File: config.mk
export PLATFORM = sky130hd
export DESIGN_NAME = rgb_ratio_color_classifier
export DESIGN_NICKNAME = d
export VERILOG_FILES = /design/src/hdl/rrcc_pkg.sv /design/src/hdl/rgb_ratio_color_classifier.sv
export SDC_FILE = /design/constraint.sdc
export NUM_CORES = 2
export LEC_CHECK = 0
export ABC_AREA = 1
export BUFFER_PORTS_ARGS = -buffer_cell sky130_fd_sc_hd__buf_2
export CELL_PAD_IN_SITES_DETAIL_PLACEMENT = 0
export CELL_PAD_IN_SITES_GLOBAL_PLACEMENT = 1
export CORE_MARGIN = 2
export CORE_UTILIZATION = 51
export DETAILED_ROUTE_END_ITERATION = 6
export PLACE_DENSITY = 0.9
export SYNTH_ARGS = -nofsm -noshare
export SYNTH_HDL_FRONTEND = slang
export SYNTH_SLANG_ARGS = --single-unit
File: constraint.sdc
create_clock -name clk -period 8.3 [get_ports clk]
set_input_delay 1.245 -clock clk [delete_from_list [all_inputs] [get_ports clk]]
set_output_delay 1.245 -clock clk [all_outputs]
set_load 0.005 [all_outputs]
File: src/hdl/rrcc_pkg.sv
`default_nettype none

package rrcc_pkg;

  typedef logic [3:0] color_t;

  localparam color_t COLOR_UNKNOWN = 4'd0;
  localparam color_t COLOR_GREEN   = 4'd1;
  localparam color_t COLOR_RED     = 4'd2;
  localparam color_t COLOR_BLUE    = 4'd3;
  localparam color_t COLOR_YELLOW  = 4'd4;
  localparam color_t COLOR_VIOLET  = 4'd5;
  localparam color_t COLOR_GREY    = 4'd6;
  localparam color_t COLOR_ORANGE  = 4'd7;
  localparam color_t COLOR_PINK    = 4'd8;
  localparam color_t COLOR_BROWN   = 4'd9;
  localparam color_t COLOR_BLACK   = 4'd10;

  // Number of window rules, checked in priority order from index 0.
  localparam int NUM_RULES = 11;

  localparam color_t RULE_COLOR [NUM_RULES] = '{
    COLOR_GREEN, COLOR_RED, COLOR_BLUE, COLOR_YELLOW, COLOR_VIOLET, COLOR_VIOLET,
    COLOR_GREY, COLOR_ORANGE, COLOR_PINK, COLOR_BROWN, COLOR_BLACK
  };

  // Ratio thresholds are in hundredths; count/2.5 is compared as 2*count vs 5*K.
  localparam int RATIO_SCALE = 100;
  localparam int SCALE_MUL   = 2;
  localparam int SCALE_DIV   = 5;

endpackage

`default_nettype wire

File: src/hdl/rgb_ratio_color_classifier.sv
// RGB ratio color classifier.
//
// Input channel: in_valid/in_ready carry one request of three period counts
// (red_count, blue_count, green_count), each COUNT_WIDTH bits unsigned.
// Output channel: out_valid/out_ready carry one color_code per request,
// in request order (0 unknown, 1 green ... 10 black).
//
// The work runs through three register stages: the first scales the red
// and blue counts by 100, the second does all window compares as constant
// cross-multiplications and forms one hit bit per rule, the third picks the
// first hit in priority order into the output register. Throughput is one
// request per cycle while the receiver keeps out_ready high; every stage
// holds its own valid bit.
//
// When the receiver stalls, the output register holds its result and the
// stages behind it fill up; in_ready drops only once every stage is full, so
// nothing is lost or repeated. Reset (rst, synchronous, active high) clears
// all valid bits, empties the pipeline and leaves in_ready high.
`default_nettype none

module rgb_ratio_color_classifier #(
  parameter int COUNT_WIDTH = 16
) (
  input  wire logic                   clk,
  input  wire logic                   rst,
  input  wire logic                   in_valid,
  output logic                        in_ready,
  input  wire logic [COUNT_WIDTH-1:0] red_count,
  input  wire logic [COUNT_WIDTH-1:0] blue_count,
  input  wire logic [COUNT_WIDTH-1:0] green_count,
  output logic                        out_valid,
  input  wire logic                   out_ready,
  output rrcc_pkg::color_t            color_code
);
  import rrcc_pkg::*;

  localparam int W  = COUNT_WIDTH;
  // Product width: a count times a threshold of at most 255 hundredths.
  localparam int PW = W + 8;
  // Doubled count width for the 1/2.5 scaled tests.
  localparam int SW = W + 1;

  // A ratio num/den lies strictly inside (lo/100, hi/100).
  function automatic logic ratio_in(input logic [PW-1:0] num100,
                                    input logic [W-1:0] den,
                                    input int lo, input int hi);
    logic [PW-1:0] d;
    d = PW'(den);
    return (num100 > PW'(lo) * d) && (num100 < PW'(hi) * d);
  endfunction

  // A count divided by 2.5 lies strictly inside (lo, hi).
  function automatic logic scaled_in(input logic [W-1:0] cnt, input int lo, input int hi);
    logic [SW-1:0] c2;
    c2 = SW'(cnt) * SW'(SCALE_MUL);
    return (c2 > SW'(lo * SCALE_DIV)) && (c2 < SW'(hi * SCALE_DIV));
  endfunction

  // Stage enables: a stage loads when it is empty or its successor moves on.
  logic en1, en2, en3;
  logic v1, v2, v3;

  assign en3      = !v3 || out_ready;
  assign en2      = !v2 || en3;
  assign en1      = !v1 || en2;
  assign in_ready = en1;

  // Stage 1: capture the counts, scale red and blue by 100, flag a zero count.
  logic [W-1:0]  r1, b1, g1;
  logic [PW-1:0] r100, b100;
  logic          zero1;

  always_ff @(posedge clk) begin
    if (rst) begin
      v1 <= 1'b0;
    end else if (en1) begin
      v1 <= in_valid;
    end
    if (en1 && in_valid) begin
      r1    <= red_count;
      b1    <= blue_count;
      g1    <= green_count;
      r100  <= PW'(red_count) * PW'(RATIO_SCALE);
      b100  <= PW'(blue_count) * PW'(RATIO_SCALE);
      zero1 <= (red_count == '0) || (blue_count == '0) || (green_count == '0);
    end
  end

  // Stage 2: every window compare of every rule, folded into one hit per rule.
  logic [NUM_RULES-1:0] hit_next, hit2;
  logic                 zero2;

  always_comb begin
    hit_next[0]  = ratio_in(r100, b1, 80, 142) && ratio_in(r100, g1, 90, 135) &&
                   ratio_in(b100, g1, 89, 124);
    hit_next[1]  = ratio_in(r100, b1, 52, 72) && ratio_in(r100, g1, 41, 158) &&
                   ratio_in(b100, g1, 74, 84);
    hit_next[2]  = ratio_in(r100, b1, 116, 255) && ratio_in(r100, g1, 86, 158) &&
                   ratio_in(b100, g1, 54, 73) && scaled_in(r1, 287, 511);
    hit_next[3]  = ratio_in(r100, b1, 52, 87) && ratio_in(r100, g1, 68, 89) &&
                   ratio_in(b100, g1, 119, 150);
    hit_next[4]  = ratio_in(r100, b1, 104, 152) && ratio_in(r100, g1, 75, 99) &&
                   ratio_in(b100, g1, 61, 80) && scaled_in(r1, 205, 290) &&
                   scaled_in(b1, 178, 226);
    hit_next[5]  = ratio_in(r100, b1, 112, 152) && ratio_in(r100, g1, 75, 86) &&
                   ratio_in(b100, g1, 61, 80) && scaled_in(r1, 205, 430) &&
                   scaled_in(b1, 178, 380) && scaled_in(g1, 244, 560);
    hit_next[6]  = ratio_in(r100, b1, 109, 133) && ratio_in(r100, g1, 90, 107) &&
                   ratio_in(b100, g1, 75, 87) && scaled_in(b1, 46, 187);
    hit_next[7]  = ratio_in(r100, b1, 57, 99) && ratio_in(r100, g1, 64, 74) &&
                   ratio_in(b100, g1, 89, 115);
    hit_next[8]  = ratio_in(r100, b1, 59, 106) && ratio_in(r100, g1, 37, 72) &&
                   ratio_in(b100, g1, 62, 70);
    hit_next[9]  = ratio_in(r100, b1, 84, 109) && ratio_in(r100, g1, 70, 88) &&
                   ratio_in(b100, g1, 76, 87) && scaled_in(r1, 277, 481) &&
                   scaled_in(b1, 313, 463);
    hit_next[10] = ratio_in(r100, b1, 114, 122) && ratio_in(b100, g1, 76, 83) &&
                   scaled_in(r1, 379, 481);
  end

  always_ff @(posedge clk) begin
    if (rst) begin
      v2 <= 1'b0;
    end else if (en2) begin
      v2 <= v1;
    end
    if (en2 && v1) begin
      hit2  <= hit_next;
      zero2 <= zero1;
    end
  end

  // Stage 3: the lowest-numbered rule that hits gives the color; a zero count gives unknown.
  color_t code_next;

  always_comb begin
    code_next = COLOR_UNKNOWN;
    for (int i = NUM_RULES - 1; i >= 0; i--) begin
      if (hit2[i]) begin
        code_next = RULE_COLOR[i];
      end
    end
    if (zero2) begin
      code_next = COLOR_UNKNOWN;
    end
  end

  always_ff @(posedge clk) begin
    if (rst) begin
      v3 <= 1'b0;
    end else if (en3) begin
      v3 <= v2;
    end
    if (en3 && v2) begin
      color_code <= code_next;
    end
  end

  assign out_valid = v3;

endmodule

`default_nettype wire

==> run_results.csv <==
group,metric,value,unit
setup_path,critPathMaxFanout,10,
die,start_util,51.5,%
timing,skew,0.0501,ns
routing,viasPerCell,6.12,
die,dieArea,0.179,sq mm
setup_path,r2r_start,"g1[8]$_DFFE_PP_",
die,coreArea,0.174,sq mm
power_and_ir_drop,p_leak,50.5,nW
placement,dp_hpwl,344000,um
status,status,"finished with violations",
die,fp.dieH,423,um
power_and_ir_drop,ir_drop,0.311,mV
synthesis,yosys_warnings,0,
status,violations,"DRC",
grt,track_usage,45.9,%
clock_tree,htree_levels,3,
setup_path,crit_path_top_delay_cell,"edfxtp_1",
timing,fmax,129,MHz
routing,drtIter0Drc,9213,
placement,portBuffers,57,
routing,wirelength,420000,um
timing,fin_crit_sh,93.6,%
clock_tree,ctsResizeCount,0,
clock_tree,cts_made_buffers,9,
cells_and_area,areaGrowthSynthToFinish,5.50,%
clock_tree,path_clk_slew,0.14,ns
setup_path,endpoint_kind,"register",
synthesis,yosysSeqAreaShare,3.45,%
synthesis,ys.flop_type,"edfxtp_1",
clock_tree,clock_latency,0.44,ns
setup_path,crit_start,"g1[8]$_DFFE_PP_",
power_and_ir_drop,power_density,357,mW/mm^2
die,dieWidth,423,um
setup_path,worst-path-buf-inv,5,
placement,gp_congestion,1.12,
run,maxCapViolCount,0,
setup_path,crit_family,"adder cells",
synthesis,synth_nets,14884,
setup_path,path_class,"register to register",
synthesis,synth-seq-cells,104,
routing,num_vias,87384,
hold_path,hp-start,"zero1$_DFFE_PP_",
routing,ant_nets,0,
clock_tree,clockBufferDepth,2,
timing,period_minus_slack,7.77,ns
timing,slew_headroom,11.4,%
cells_and_area,nNetsFinal,15114,
timing,worst_slew_pin_slew,1.32,ns
grt,grt_pass1_vias,86199,
synthesis,netlist_area,0.0897,sq mm
clock_tree,cts_tree,"yes",
timing,drv_slew,0,
setup_path,startpoint_type,"register",
timing,hold_viol,0,
clock_tree,root_buffer,"clkbuf_16",
routing,drc_errors,13,
grt,antenna_found_initial,28,
clock_tree,post_cts_buffers,0,
die,rows,153,
synthesis,synth_area_leaders,"ha_1, fa_1, inv_1",
die,io_pins,58,
synthesis,ys_async_sr_fraction,0,%
synthesis,synth_edf_count,101,
synthesis,synth_top_area_share,31.7,%
clock_tree,cts.hold.buffers_added,0,
setup_path,cp_cell_sequence,"ha_1, inv_1, fa_1, inv_1, fa_1, inv_1, fa_1, inv_1, ha_1, nand2_1, nor4_1, a21oi_1, o21ai_0, a21oi_1, xor2_1, ha_1, a21oi_1, o21ai_0, a21oi_1, nand2_1, a21oi_1, buf_4, nand3_1, nor3_1",
hold_path,hold_path.class,"register to register",
grt,grt_pass1_wl,594000,um
setup_path,slowest_delay,1.07,ns
setup_path,arrival,8.05,ns
timing,final.setup.tns,0,ns
timing,rsz0062_at_grt,"false",
clock_tree,cts.sinks,104,
grt,grt.overflow.total,0,
setup_path,crit_top_cell,"a21oi_1",
routing,post_drt_wl_per_cell,29.4,um
timing,whs,0.440,ns
routing,first_pass_iters,7,
synthesis,postSynthCellCount,11703,
synthesis,ys_types,62,
grt,grt_start_max_net_pins,57,
cells_and_area,drive_gt1_share,2.59,%
synthesis,avgSynthCellArea,7.66,sq um
synthesis,yosys.area.top_type,"ha_1",
setup_path,cp_data_required_time,8.58,ns
setup_path,timing.reg2reg.setup_slack,0.53,ns
timing,setup_viol,0,
through the flow:
stage | cells | instance area [sq um] | worst slack (ns) | util, % | total power, mW
floorplan | 11703 | 89700 | 1.77 | - | 22.8
finish | 14281 | 94600 | 0.534 | 54.3 | 33.8
global placement | 14247 | 94200 | 0.782 | 54.1 | 31.4
detailed placement | 14247 | 94200 | 0.862 | 54.1 | 32.2
CTS | 14263 | 94600 | 0.838 | 54.3 | 33.0
global route | 14269 | 94600 | 0.430 | 54.3 | 37.4
power breakdown:
part	internal [mW]	switching, mW	total (mW)
Combinational	11.8	20.7	32.5
Clock	0.226	0.322	0.548
Sequential	0.685	0.113	0.799
Yosys cell counts, types with 3 or more instances:
cell type / n
clkbuf_1: 4
o21bai_2: 5
a211o_1: 3
and2_1: 7
nand2_2: 3
buf_2: 4
inv_1: 2300
or2_2: 15
fa_1: 857
dfxtp_1: 3
xnor2_1: 307
nor4_1: 48
nor2_1: 626
o22ai_1: 4
o21a_1: 43
inv_2: 6
and3_1: 7
a31oi_1: 62
edfxtp_1: 101
o21bai_1: 81
ha_1: 2272
a31o_2: 11
nand3b_1: 20
o211ai_1: 64
a21o_1: 79
nand3_1: 426
o21ai_2: 7
a21boi_1: 6
nor3_1: 164
o221ai_1: 9
o21ai_0: 510
nor3b_1: 5
nand2_1: 1749
o31ai_1: 17
a221oi_1: 10
clkinv_1: 4
a21oi_1: 1100
o2111ai_1: 13
o21ai_1: 40
nand4_1: 185
xor2_1: 405
a211oi_1: 64
a21boi_0: 32
worst paths after layout:
| path | endpoint | depth (start not counted) |
|---|---|---|
| hold / removal | zero2$_DFFE_PP_ | 0 |
| setup reg to reg | hit2[6]$_DFFE_PP_ | 24 |
| hold reg to reg | zero2$_DFFE_PP_ | 0 |
| setup / recovery | hit2[6]$_DFFE_PP_ | 24 |
layout by cell type (no fill, tap or decap), types with 10 or more instances in the layout:
master     instances
inv_1           2297
ha_1            2272
nand2_1         1749
a21oi_1         1100
fa_1             857
nor2_1           626
o21ai_0          510
nand3_1          426
xor2_1           405
xnor2_1          306
nand4_1          185
nor3_1           164
buf_4            163
edfxtp_1         101
o21bai_1          80
a21o_1            79
a211oi_1          64
o211ai_1          64
a31oi_1           62
buf_2             57
nor4_1            47
o21a_1            43
o21ai_1           40
a21boi_0          32
nand3b_1          20
diode_2           18
o31ai_1           17
or2_2             15
o2111ai_1         13
a31o_2            11
a221oi_1          10
registers in the layout, indices dropped and copies added (netlist names):
signal / cells
b1: 16
zero1: 1
r1: 16
v2: 1
hit2: 11
b100: 18
zero2: 1
out_valid: 1
v1: 1
r100: 18
g1: 16
color_code: 4
cell families (layout without fill, tap and decap cells):
| group | count (synthesis) | count (layout) | synth area share (%) |
|---|---|---|---|
| AOI/OAI and AO/OA | 2175 | 2175 | 13.7 |
| xor gates and xnor gates | 713 | 713 | 6.97 |
| adders and majority gates | 3129 | 3129 | 50.8 |
| buffers and inverters | 2320 | 2555 | 9.72 |
| DFF | 104 | 104 | 3.45 |
| other | 0 | 18 | 0 |
| and+or+nand+nor | 3262 | 3262 | 15.4 |
routing by layer:
metal / vias to the layer above / share of wire [%] / global-route usage [%]
met5: - / 0.043 / 0
met4: 25 / 12 / 44.1
met3: 1645 / 9.4 / 9.58
met2: 4772 / 43 / 71.6
met1: 41556 / 35 / 51.8
li1: 39386 / - / -
area by class of cell:
class,instances,area (sq um)
fillers,16964,79600
multi-input cells,9279,77900
inverters,2310,8670
flip-flops and latches,104,3090
well taps,2325,2910
repair buffers,229,1690
clock buffers,9,225
clock inverters,7,98.8
diodes,18,45.0
Power figures use the tool's default switching activity.
